### src/rtl/min_cost_assignment_solver_core_assert.svh
// Assertion macros for the assignment solver.
`ifndef MIN_COST_ASSIGNMENT_SOLVER_CORE_ASSERT_SVH
`define MIN_COST_ASSIGNMENT_SOLVER_CORE_ASSERT_SVH
`ifndef SYNTHESIS
`define MCAS_ASSERT_IMP(lbl, ante, cons) \
  lbl: assert property (@(posedge clk) disable iff (rst) (ante) |-> (cons)) \
    else $error("mcas assertion failed");
`define MCAS_ASSERT_NEXT(lbl, ante, cons) \
  lbl: assert property (@(posedge clk) disable iff (rst) (ante) |=> (cons)) \
    else $error("mcas assertion failed");
`else
`define MCAS_ASSERT_IMP(lbl, ante, cons)
`define MCAS_ASSERT_NEXT(lbl, ante, cons)
`endif
`endif

### src/rtl/mcas_pkg.sv
// Shared constants, types and state codes for the assignment solver.
package mcas_pkg;
  localparam int MAX_ROWS    = 16;
  localparam int MAX_COLUMNS = 16;
  localparam int COST_BITS   = 16;
  localparam int POT_BITS    = 32;
  localparam int CFG_W       = 5;
  localparam int RIDX_W      = $clog2(MAX_ROWS + 1);
  localparam int CIDX_W      = $clog2(MAX_COLUMNS + 1);
  localparam int GUARD_W     = $clog2(MAX_COLUMNS + 2);
  localparam int ROW_W       = 4;
  localparam int COL_W       = 4;
  localparam int POS_LIMIT   = MAX_ROWS * MAX_COLUMNS;
  localparam int ADDR_W      = $clog2(POS_LIMIT);
  localparam int POS_W       = $clog2(POS_LIMIT + 1);

  localparam logic REG_ROW_COUNT    = 1'b0;
  localparam logic REG_COLUMN_COUNT = 1'b1;

  typedef logic signed [POT_BITS-1:0]  pot_t;
  typedef logic signed [COST_BITS-1:0] cost_t;
  typedef logic [RIDX_W-1:0]           ridx_t;
  typedef logic [CIDX_W-1:0]           cidx_t;

  localparam pot_t POT_MAX = {1'b0, {(POT_BITS-1){1'b1}}};

  typedef struct packed {
    cost_t cost;
    pot_t  urow;
    pot_t  vcol;
    pot_t  minv;
    pot_t  delta;
  } slack_req_t;

  typedef struct packed {
    logic less;
    logic better;
    pot_t slack;
  } slack_rsp_t;

  typedef enum logic [8:0] {
    S_IDLE     = 9'b000000001,
    S_ROW_INIT = 9'b000000010,
    S_STEP     = 9'b000000100,
    S_READ     = 9'b000001000,
    S_CALC     = 9'b000010000,
    S_UPDATE   = 9'b000100000,
    S_AUG      = 9'b001000000,
    S_COLLECT  = 9'b010000000,
    S_EMIT     = 9'b100000000
  } state_t;
endpackage

### src/rtl/mcas_cost_ram.sv
// Cost matrix storage: one write port, one registered read port.
module mcas_cost_ram
  import mcas_pkg::*;
(
  input  logic              clk,
  input  logic              we,
  input  logic [ADDR_W-1:0] waddr,
  input  cost_t             wdata,
  input  logic [ADDR_W-1:0] raddr,
  output cost_t             rdata
);
  cost_t mem [0:POS_LIMIT-1];

  always_ff @(posedge clk) begin
    if (we) begin
      mem[waddr] <= wdata;
    end
    rdata <= mem[raddr];
  end
endmodule

### config.mk
export PLATFORM = sky130hd
export DESIGN_NAME = mcas_cost_ram
export DESIGN_NICKNAME = d
export VERILOG_FILES = /design/src/rtl/min_cost_assignment_solver_core_assert.svh /design/src/rtl/mcas_pkg.sv /design/src/rtl/mcas_cost_ram.sv
export SDC_FILE = /design/constraint.sdc
export NUM_CORES = 2
export LEC_CHECK = 0
export BUFFER_PORTS_ARGS = -buffer_cell sky130_fd_sc_hd__buf_2
export CAP_MARGIN = 0
export CELL_PAD_IN_SITES_DETAIL_PLACEMENT = 0
export CELL_PAD_IN_SITES_GLOBAL_PLACEMENT = 1
export CORE_MARGIN = 2
export CORE_UTILIZATION = 35
export DETAILED_ROUTE_END_ITERATION = 8
export HOLD_SLACK_MARGIN = 0.08
export PLACE_DENSITY_LB_ADDON = 0.1
export SYNTH_ARGS = -nofsm -noshare
export SYNTH_HDL_FRONTEND = slang
export SYNTH_SLANG_ARGS = --single-unit
export TNS_END_PERCENT = 50
### constraint.sdc
create_clock -name clk -period 3 [get_ports clk]
set_input_delay 0.15 -clock clk [delete_from_list [all_inputs] [get_ports clk]]
set_output_delay 0.15 -clock clk [all_outputs]
set_load 0.05 [all_outputs]
==> results.txt <==
The run finished with clean final reports. The finished cells cover between 150000 and 200000 um^2. The clock passes through at most 4 buffers. The Yosys warning count is 0.

The top flip-flop cell by instance count after synthesis is sky130_fd_sc_hd__edfxtp_1. The initial antenna violation count came out at 45. The area of the die is between 400000 and 500000 um^2.

In the final layout, the share of cells above drive strength 1 is a little under a third. The synthesized netlist contains 52 unique library cells. The vias per cell is 5.44. The floorplan step set the die height to ~680 um. The worst clock skew came out at roughly 0.044 ns.

The area share of the largest cell type after synthesis came out at between 70% and 80%. The setup slack at placement came out at -0.705 ns. In this run the tightest slew margin relative to its limit is between 20% and 30%. The worst setup path is launched from an input port. By area the synthesized netlist is led by sky130_fd_sc_hd__edfxtp_1, sky130_fd_sc_hd__mux4_2, sky130_fd_sc_hd__mux2i_1. The stage delay of the slowest cell on the critical path came out at ~0.63 ns.

The total overflow reported by the global router came out at 0. The detailed-routing iteration count for the pre-antenna-repair pass is 7. The maximum number of pins on one net before global-route repair came out at ~130.

The buffering stage count on the worst path with inverters included came out at 6. The final cell utilization of the core came out at between 40% and 50%. The number of standard cells after synthesis came out at about 7400. Dividing the detail-routed wire length by the instance count gives between 30 and 40 um.

The worst setup path is captured at a register. TritonCTS built the clock tree. The part of the Yosys area used for sequential elements came out at approximately 80%. Setup repair after global routing left no endpoint under its margin. The slowest stage of the critical path is the sky130_fd_sc_hd__o21ai_0 cell. The max-cap violation count is 0. The CTS clock-pin slew for the worst setup and hold paths came out at 0.06 ns. By startpoint and endpoint, the worst setup path is classified as input port to register. The first routing iteration left 9125 violations. The area growth from synthesis to layout is 18.9%.

The worst hold path belongs to the class input port to register. The detailed-route wire length is ~490000 um. Across the VDD grid, the largest voltage drop is ~0.48 mV. At the end of routability-driven placement, the weighted congestion stood at 0.813. Measured along the x axis, the die boundary spans 677 um.

Pin placement for this block handled 50 I/O pins. The post-layout net count is roughly 8500. Counting the fill cells in the layout gives between 30000 and 40000. The net count after synthesis came out at around 7400. The most common cell in the synthesized netlist is sky130_fd_sc_hd__edfxtp_1.

Along the worst path, the maximum fanout reaches 33. The number of routed nets with antenna violations is 0. The initialized floorplan defines around 250 standard-cell rows. The maximum achievable frequency came out at approximately 340 MHz. The number of clock buffers added by TritonCTS is 450. The area of placed instances is ~170000 um^2.

The power per standard cell area came out at 662 nW/um^2. The total setup buffers inserted after CTS is 0. At the worst endpoint, the required time is between 3 and 4 ns.

The signal on the critical path passes through dlygate4sd3_1 > clkbuf_8 > or2_4 > buf_12 > buf_12 > o221ai_1 > buf_4 > o22ai_1 > o21ai_0 > buf_4 > nand4_1 > nor4_1. The number of synthesized register bits is around 4100. The number of max-slew violations in the final report came out at 0.

The insertion delay of the later-clocked pin in the worst-skew pair came out at 0.99 ns. The data arrival time of the worst path came out at 3.83 ns. The cell area that synthesis handed to floorplanning was 159000 um^2. Counting flops with a built-in enable in the synthesized netlist gives between 4000 and 5000. The detailed-route DRC error count came out at 0. The count of endpoints failing setup in the final report came out at 0. The number of sinks driven by the clock tree is 4112. The starting density of the core came out at between 30% and 40%.

The overall routing resource usage is roughly a fifth. The number of global-route vias before repair was approximately 80000. The synthesized design spends more area on one cell type than any other, namely sky130_fd_sc_hd__edfxtp_1.

The clock period could shrink to 2.94 ns. The via total after detailed routing is ~80000. Counting flops with an async set or reset pin after synthesis yields a share of 0%. The mean post-synth cell area is approximately 22 um^2. The count of H-tree levels built during CTS is 5.

The worst hold margin came out at between 0.15 and 0.2 ns. The post-detailed-placement half-perimeter wirelength came out at between 300000 and 400000 um. The tree is rooted in a sky130_fd_sc_hd__clkbuf_16. The leakage power summed over all cells came out at a little over 60 nW. The number of buffers added on ports came out at just under 50. The core area is around 450000 um^2. The first-pass GRT wire length came out at 681000 um. The slack of the critical path came out at between 0.06 and 0.07 ns. In this design, the largest share of critical-path delay is due to buffers and inverters. At the pin with the least slew margin, the transition time is around 1.2 ns.

The final-report hold violation count is 0. The final critical-path share of the clock period came out at a little under 100%. After synthesis, the most frequently instantiated cells are sky130_fd_sc_hd__edfxtp_1, sky130_fd_sc_hd__mux4_2, sky130_fd_sc_hd__mux2i_1, sky130_fd_sc_hd__nor2_1, sky130_fd_sc_hd__o221ai_1.
-- through the flow --
stage / TNS (ns) / power, mW / instances
after floorplan: 0 / 67.9 / 7360
after global placement: -7.43 / 71.9 / 13900
after detailed placement: -6.48 / 72.0 / 13900
after CTS: 0 / 126 / 14800
after global routing: 0 / 129 / 14800
final: 0 / 125 / 14800
-- power by group --
| group | switching, mW | internal, mW | leakage (nW) |
|---|---|---|---|
| Sequential | 0.124 | 63.3 | 36.9 |
| Combinational | 4.65 | 2.62 | 16.6 |
| Clock | 22.9 | 31.3 | 6.99 |
| Total | 27.7 | 97.2 | 60.6 |
-- cells in the final DEF (no fill, tap or decap), drive strengths merged, types with 18 or more instances in the layout --
cell and instances:
edfxtp 4096, buf 1045, mux4 797, mux2i 565, clkbuf 551, nor2 304, o221ai 253, clkinv 215
a21oi 175, o22ai 148, nor3 92, mux2 88, a22oi 43, bufinv 40, nand2 38, o21ai 38
nand3 35, a22o 32, dlygate4sd3 31, a221oi 28, nand4 26, o32ai 21, a211oi 18, nor4 18
-- cell families after synthesis --
| logic type | count (synthesis) | share of synthesized area, % |
|---|---|---|
| flops | 4112 | 77.7 |
| mux | 1450 | 15.5 |
| compound gates | 786 | 3.54 |
| simple gates | 556 | 1.57 |
| buf+inv | 456 | 1.69 |
-- sequential cells by signal, summed over array words and instances, names as in the netlist --
signal and cells:
rdata 16, mem 4096
-- cell type report --
class / count / area, um^2 / area share, %
clock inverters: 280 / 2560 / 1.36
clock buffers: 550 / 11800 / 6.25
inverters: 4 / 27.5 / 0.0146
repair buffers: 1077 / 10100 / 5.36
flip-flops and latches: 4112 / 123000 / 65.4
well taps: 5976 / 7480 / 3.96
diodes: 15 / 37.5 / 0.0199
multi-input cells: 2792 / 33300 / 17.7
-- path summary, 6_finish.rpt --
| check | start | to | slack (ns) | cells past startpoint |
|---|---|---|---|---|
| worst max-delay path | raddr[2] | rdata[9]$_DFF_P_ | 0.06 | 12 |
| worst min-delay path | wdata[7] | mem[246][7]$_DFFE_PP_ | 0.19 | 2 |
| worst min register to register | mem[217][15]$_DFFE_PP_ | rdata[15]$_DFF_P_ | 1.08 | 6 |
| worst max register to register | mem[26][14]$_DFFE_PP_ | rdata[14]$_DFF_P_ | 0.08 | 6 |
-- timing repair --
action | CTS | global route
gates resized for setup | 2 | 0
hold buffers | 31 | 0
endpoints found under the hold margin | 4101 | 0
endpoints found under the setup margin | 2 | 0
-- layer usage --
metal  share of wire, %  routed length (um)  global-route usage [%]
met5             0.0093                  46                       0
met4                1.8                9040                    3.86
met1                 45              223000                    31.0
met2                 47              233000                    33.8
met3                6.1               30300                    3.57
Power figures use the tool's default switching activity.
