## src/rtl/min_cost_assignment_solver_core_assert.svh

```systemverilog
// Assertion macros for the assignment solver.
`ifndef MIN_COST_ASSIGNMENT_SOLVER_CORE_ASSERT_SVH
`define MIN_COST_ASSIGNMENT_SOLVER_CORE_ASSERT_SVH
`ifndef SYNTHESIS
`define MCAS_ASSERT_IMP(lbl, ante, cons) \
  lbl: assert property (@(posedge clk) disable iff (rst) (ante) |-> (cons)) \
    else $error("mcas assertion failed");
`define MCAS_ASSERT_NEXT(lbl, ante, cons) \
  lbl: assert property (@(posedge clk) disable iff (rst) (ante) |=> (cons)) \
    else $error("mcas assertion failed");
`else
`define MCAS_ASSERT_IMP(lbl, ante, cons)
`define MCAS_ASSERT_NEXT(lbl, ante, cons)
`endif
`endif

```

## src/rtl/mcas_pkg.sv

```systemverilog
// Shared constants, types and state codes for the assignment solver.
package mcas_pkg;
  localparam int MAX_ROWS    = 16;
  localparam int MAX_COLUMNS = 16;
  localparam int COST_BITS   = 16;
  localparam int POT_BITS    = 32;
  localparam int CFG_W       = 5;
  localparam int RIDX_W      = $clog2(MAX_ROWS + 1);
  localparam int CIDX_W      = $clog2(MAX_COLUMNS + 1);
  localparam int GUARD_W     = $clog2(MAX_COLUMNS + 2);
  localparam int ROW_W       = 4;
  localparam int COL_W       = 4;
  localparam int POS_LIMIT   = MAX_ROWS * MAX_COLUMNS;
  localparam int ADDR_W      = $clog2(POS_LIMIT);
  localparam int POS_W       = $clog2(POS_LIMIT + 1);

  localparam logic REG_ROW_COUNT    = 1'b0;
  localparam logic REG_COLUMN_COUNT = 1'b1;

  typedef logic signed [POT_BITS-1:0]  pot_t;
  typedef logic signed [COST_BITS-1:0] cost_t;
  typedef logic [RIDX_W-1:0]           ridx_t;
  typedef logic [CIDX_W-1:0]           cidx_t;

  localparam pot_t POT_MAX = {1'b0, {(POT_BITS-1){1'b1}}};

  typedef struct packed {
    cost_t cost;
    pot_t  urow;
    pot_t  vcol;
    pot_t  minv;
    pot_t  delta;
  } slack_req_t;

  typedef struct packed {
    logic less;
    logic better;
    pot_t slack;
  } slack_rsp_t;

  typedef enum logic [8:0] {
    S_IDLE     = 9'b000000001,
    S_ROW_INIT = 9'b000000010,
    S_STEP     = 9'b000000100,
    S_READ     = 9'b000001000,
    S_CALC     = 9'b000010000,
    S_UPDATE   = 9'b000100000,
    S_AUG      = 9'b001000000,
    S_COLLECT  = 9'b010000000,
    S_EMIT     = 9'b100000000
  } state_t;
endpackage

```

## src/rtl/mcas_slack_unit.sv

```systemverilog
// Shared reduced-cost unit: slack, running minimum and delta compare.
module mcas_slack_unit
  import mcas_pkg::*;
(
  input  slack_req_t req,
  output slack_rsp_t rsp
);
  pot_t cur;
  pot_t pick;

  always_comb begin
    cur        = POT_BITS'(req.cost) - req.urow - req.vcol;
    rsp.less   = (cur < req.minv);
    pick       = rsp.less ? cur : req.minv;
    rsp.slack  = pick;
    rsp.better = (pick < req.delta);
  end
endmodule

```

## config.mk

```make
export PLATFORM = sky130hd
export DESIGN_NAME = mcas_slack_unit
export DESIGN_NICKNAME = d
export VERILOG_FILES = /design/src/rtl/min_cost_assignment_solver_core_assert.svh /design/src/rtl/mcas_pkg.sv /design/src/rtl/mcas_slack_unit.sv
export SDC_FILE = /design/constraint.sdc
export NUM_CORES = 1
export LEC_CHECK = 0
export CELL_PAD_IN_SITES_DETAIL_PLACEMENT = 0
export CELL_PAD_IN_SITES_GLOBAL_PLACEMENT = 1
export CORE_MARGIN = 2
export CORE_UTILIZATION = 30
export DETAILED_ROUTE_END_ITERATION = 8
export DONT_BUFFER_PORTS = 1
export GPL_TIMING_DRIVEN = 0
export PLACE_DENSITY_LB_ADDON = 0.15
export SYNTH_ARGS = -nofsm -noshare
export SYNTH_HDL_FRONTEND = slang
export SYNTH_SLANG_ARGS = --single-unit
export TNS_END_PERCENT = 20
```

## constraint.sdc

```tcl
create_clock -name vclk -period 6.3
set_input_delay 0.315 -clock vclk [all_inputs]
set_output_delay 0.315 -clock vclk [all_outputs]
set_load 0.03 [all_outputs]
```

==> results of run 1 <==
path summary, 6_finish.rpt:
kind,start,endpoint,depth (start not counted)
worst max-delay path,req[66],rsp[32],24
worst min-delay path,req[56],rsp[24],1
routing by layer:
| layer | share of wire | vias to the layer above | wire length [um] | global-route usage |
|---|---|---|---|---|
| met4 | 0.022 | 0 | 327 | 0.03581 |
| li1 | - | 2254 | - | - |
| met3 | 0.060 | 18 | 874 | 0.02684 |
| met5 | 0 | - | 0 | 0 |
| met2 | 0.47 | 148 | 6902 | 0.2932 |
| met1 | 0.44 | 2059 | 6446 | 0.2142 |
cells in the mapped netlist, types with 9 or more instances:
master,count,area (um2)
nand4_1,17,106.4
nand2_1,49,183.9
nor3_1,9,45.04
nand3_1,16,80.08
o21ai_0,33,165.2
inv_1,134,503.0
a21o_1,23,172.7
a21oi_1,37,185.2
nor2_1,32,120.1
xnor2_1,18,157.7
fa_1,31,620.6
ha_1,95,1189
xor2_1,12,105.1
stage by stage:
step	cells	cell area (um2)	setup WS, ns	hold WS, ns
4_1_cts	860	5413	-0.3924	0.8262
3_5_place_dp	847	5020	-1.195	0.8296
2_1_floorplan	636	4756	0.009958	0.8174
5_1_grt	867	5682	-0.6407	0.8258
6_report	867	5682	-0.3533	0.8263
3_3_place_gp	847	5020	-1.178	0.8302
kinds of logic (layout without fill, tap and decap cells):
family	count (synthesis)	after routing	synth area share
AND/OR/NAND/NOR	159	159	0.1685
multiplexers	16	16	0.03853
XOR/XNOR	30	30	0.05581
buffers and inverters	145	165	0.1193
adder cells (fa/ha/maj)	126	126	0.3843
AO/OA/AOI/OAI	160	160	0.2336
power breakdown:
part / internal (mW) / switching [mW]
Clock: 0 / 0
Sequential: 0 / 0
Combinational: 1.08 / 1.83
Total: 1.08 / 1.83
final cells by class:
| class | instances | area [um2] |
|---|---|---|
| fillers | 1614 | 9577 |
| multi-input cells | 491 | 4643 |
| plain buffers | 10 | 85.08 |
| repair buffers | 21 | 181.4 |
| well taps | 211 | 264.0 |
| inverters | 134 | 508.0 |
repair_timing:
item	CTS	global route
setup buffers	12	8
cloned	1	0
endpoints found under the setup margin	1	1
pin swaps	26	25
hold endpoints to repair	0	0
resized for setup	69	39
==> qor.yml, run 1 <==
sta:
  rsz0062_at_grt: "true"
  fmax_mhz: 150.3
  maxSlewViolCount: 0
  fin_ws_ns: -0.3533
  finalHoldViolCount: 0
  finalSetupViolCount: 1
  slew_headroom: 0.4373
  fin_crit_sh: 1.056
  layout_min_cycle_time_ns: 6.653
  worstMarginPinSlew_ns: 0.8384
  tns_ns: -0.3533
yosys:
  yosys_warnings: 0
  syn_avg_cell_area_um2: 7.403
  synthesis.area_mm2: 0.004708
  synth.distinct_cells: 64
  syn_inst: 636
  synth_nets: 906
  ys_seq_area_frac: 0
final_layout:
  clkbuf_count: 0
  final-seq-area_um2: 0
  final_common_cell: "inv_1"
  mostFrequentLayoutCells: "inv_1 (133), ha_1 (81), nand2_1 (47)"
  num-nets-final: 928
  drive_above_1_share: 0.1951
  final_core_util: 0.3724
  syn_to_final_growth_pct: 20.68
  diodes: 0
  nFlopsAndLatches: 0
global_route:
  grt_max_degree: 18
  grt_pass1_wl_um: 22380
  grt_pass1_vias: 4483
  antenna_found_initial: 0
  grt.total_usage: 0.1665
  gr-total-overflow: 0
critical_path:
  path_buf_inv: 2
  cp_data_arrival_time_ns: 6.34
  cp_slowest_cell: "fa_1"
  cp_top_family: "compound AO/OA/AOI/OAI gates"
  slowest_delay_ns: 0.59
  worstPathCellList: "inv_1 > fa_1 > ha_4 > nor2b_2 > o21bai_2 > a31oi_4 > o2111ai_2 > a21oi_4 > or4_4 > nand3_2 > ha_1 > a21oi_2 > nand2_1 > a221oi_4 > nor3b_2 > mux2_4 > nor2_4 > clkbuf_4 > o21ai_2 > ha_1 > a21o_1 > a221oi_1 > a31oi_2 > a211oi_4"
  cp_max_fo: 10
  crit_required_ns: 5.98
  critPathKind: "in2out"
  end_kind: "primary output"
  cp_common_cell: "ha_1"
  cp-start-kind: "input pin"
status:
  violations: "negative setup slack"
  status: "finished, violations left"
drt:
  antenna_left: 0
  drc: 0
  drtIter0Drc: 130
  vias: 4479
  dr.pass1.iters: 4
  drt_wl_total_um: 14550
  viasPerCell: 5.166
  wl_per_cell_um: 16.78
die:
  rows: 45
  die_area_mm2: 0.01671
  boundaryPins: 178
  core_region_area_mm2: 0.01526
  fp.dieW_um: 129.3
  start_util: 0.3086
  die_h_um: 129.3
placed_design:
  gp_congestion: 0.8888
  dp_hpwl_um: 12570
  port_buffers: 0
pwr:
  power_mw: 2.912
  peakVddDrop_v: 0.0002901
  power.leakage_nw: 2.822
  power.density_mw_per_mm2: 512.6
flow_run:
  maxCapViolations: 0
clock_tree:
  cts_hold_buf: 0
worst_hold_path:
  hold_class: "in2out"
Note: power is estimated with default switching activity, not from simulation.
==> run 2: changes to the inputs <==
- GPL_TIMING_DRIVEN: 0 -> unset
- clock period: 6.3 -> 8 ns (I/O delays scaled with it)
==> qor.yml, run 2 (same netlist as run 1, synthesis figures left out) <==
critical_path:
  critPathKind: "in2out"  # unchanged
  cp-start-kind: "input pin"  # unchanged
  end_kind: "primary output"  # unchanged
  cp_data_arrival_time_ns: 7.07  # was 6.34 ns
  crit_required_ns: 7.60  # was 5.98 ns
  cp_max_fo: 21  # was 10
die:
  fp.dieW_um: 129.3  # unchanged
  core_region_area_mm2: 0.01526  # unchanged
  die_area_mm2: 0.01671  # unchanged
  boundaryPins: 178  # unchanged
  start_util: 0.3086  # unchanged
  die_h_um: 129.3  # unchanged
  rows: 45  # unchanged
pwr:
  power.density_mw_per_mm2: 399.3  # was 512.6 mW/mm2
  peakVddDrop_v: 0.0001519  # was 0.0002901 V
  seqPwrFrac: 0  # about the same
  comb_power_share: 1.000  # about the same
  p_sw_mw: 1.294  # was 1.832 mW
  power.leakage_nw: 2.730  # was 2.822 nW
  pwr-share-clk: 0  # about the same
  switching_share: 0.6245  # was 0.6290
  p_int_uw: 778.2  # was 1.080 mW
  power_mw: 2.072  # was 2.912 mW
drt:
  antenna_left: 0  # unchanged
  vias: 4349  # was 4479
  dr.pass1.iters: 4  # unchanged
  drc: 0  # unchanged
  viasPerCell: 4.982  # was 5.166
  drtIter0Drc: 163  # was 130
  drt_wl_total_um: 14100  # was 14550 um
  wl_per_cell_um: 16.15  # was 16.78 um
final_layout:
  fill_cells: 1662  # was 1614
  final_common_cell: "inv_1"  # unchanged
  nFlopsAndLatches: 0  # unchanged
  diodes: 0  # unchanged
  mostFrequentLayoutCells: "inv_1 (134), ha_1 (95), nand2_1 (49)"  # was inv_1 (133), ha_1 (81), nand2_1 (47)
  clkbuf_count: 0  # unchanged
  final-seq-area_um2: 0  # unchanged
  drive_above_1_share: 0.08761  # was 0.1951
  syn_to_final_growth_pct: 10.23  # was 20.68%
  num-nets-final: 934  # was 928
global_route:
  grt_max_degree: 22  # was 18
  grt_pass1_vias: 4386  # was 4483
  grt.total_usage: 0.1618  # was 0.1665
  grt_pass1_wl_um: 21860  # was 22380 um
  antenna_found_initial: 0  # unchanged
  gr-total-overflow: 0  # unchanged
sta:
  slew_headroom: 0.5172  # was 0.4373
  finalSetupViolCount: 0  # was 1
  fin_crit_sh: 0.9338
  fin_ws_ns: 0.5298  # was -0.3533 ns
  worstMarginPinSlew_ns: 0.7193  # was 0.8384 ns
  layout_min_cycle_time_ns: 7.470
  tns_ns: 0  # was -0.3533 ns
  fmax_mhz: 133.9
  rsz0062_at_grt: "false"  # was true
  finalHoldViolCount: 0  # unchanged
  maxSlewViolCount: 0  # unchanged
placed_design:
  dp_hpwl_um: 12970  # was 12570 um
  gp_congestion: 0.8625  # was 0.8888
  pre_cts_ws_ns: 0.3410  # was -1.195 ns
  port_buffers: 0  # unchanged
clock_tree:
  cts_hold_buf: 0  # unchanged
status:
  status: "complete, no violations"  # was finished, violations left
worst_hold_path:
  hold_path_depth: 1  # unchanged
  hold_class: "in2out"  # unchanged
flow_run:
  maxCapViolations: 0  # unchanged
-- run 2: per-layer routing --
layer | vias to the layer above | share of wire | track usage
met3 | 10 | 0.059 | 0.02230
met1 | 1941 | 0.47 | 0.2174
met5 | - | 0 | 0
li1 | 2260 | - | -
met4 | 0 | 0.014 | 0.02302
met2 | 138 | 0.46 | 0.2817
-- run 2: through the flow --
stage,area (um2),std cells,utilization,hold slack (ns)
final,5190,873,0.3401,0.9962
after global routing,5190,873,0.3401,0.9969
after global placement,5131,865,0.3363,1.002
after CTS,5131,865,0.3363,0.9984
after floorplan,4708,636,-,0.9874
after detailed placement,5131,865,0.3363,0.9984
-- run 2: critical path, stage by stage --
cell and delay (ns):
inv_1 0.04, fa_1 0.58, inv_1 0.06, ha_1 0.17
o21a_1 0.20, o21a_1 0.20, o311a_1 0.32, nor3_2 0.40
o211a_1 0.32, o21bai_1 0.09, xor2_1 0.21, ha_1 0.29
a21oi_1 0.19, o21ai_0 0.15, a221oi_1 0.48, nor3b_1 0.24
mux2_2 0.27, nor2_4 0.08, buf_4 0.16, buf_4 0.19
o21ai_0 0.47, ha_1 0.35, a21o_1 0.18, a21o_1 0.18
a211oi_1 0.25, o32ai_1 0.12, a211oi_1 0.25, buf_4 0.22
-- run 2: what timing repair did --
action	in CTS	in global routing
gates resized for setup	0	1
endpoints found under the setup margin	0	1
buffers inserted	0	7
-- run 2: area by class of cell --
type | instances | area [um2] | share of cell area
inverter | 134 | 503.0 | 0.09691
multi-input combinational | 492 | 4153 | 0.8001
timing repair buffer | 36 | 270.3 | 0.05207
tap | 211 | 264.0 | 0.05087
-- run 2: path summary, 6_finish.rpt --
path | from | endpoint | slack, ns
max | req[64] | rsp[32] | 0.53
min | req[63] | rsp[31] | 1.0
-- run 2: power by group through the flow --
stage | sequential, mW | clock (mW) | combinational [mW]
6_report | 0 | 0 | 2.07
5_1_grt | 0 | 0 | 2.28
4_1_cts | 0 | 0 | 2.00
3_5_place_dp | 0 | 0 | 1.99
3_3_place_gp | 0 | 0 | 1.99
2_1_floorplan | 0 | 0 | 1.43
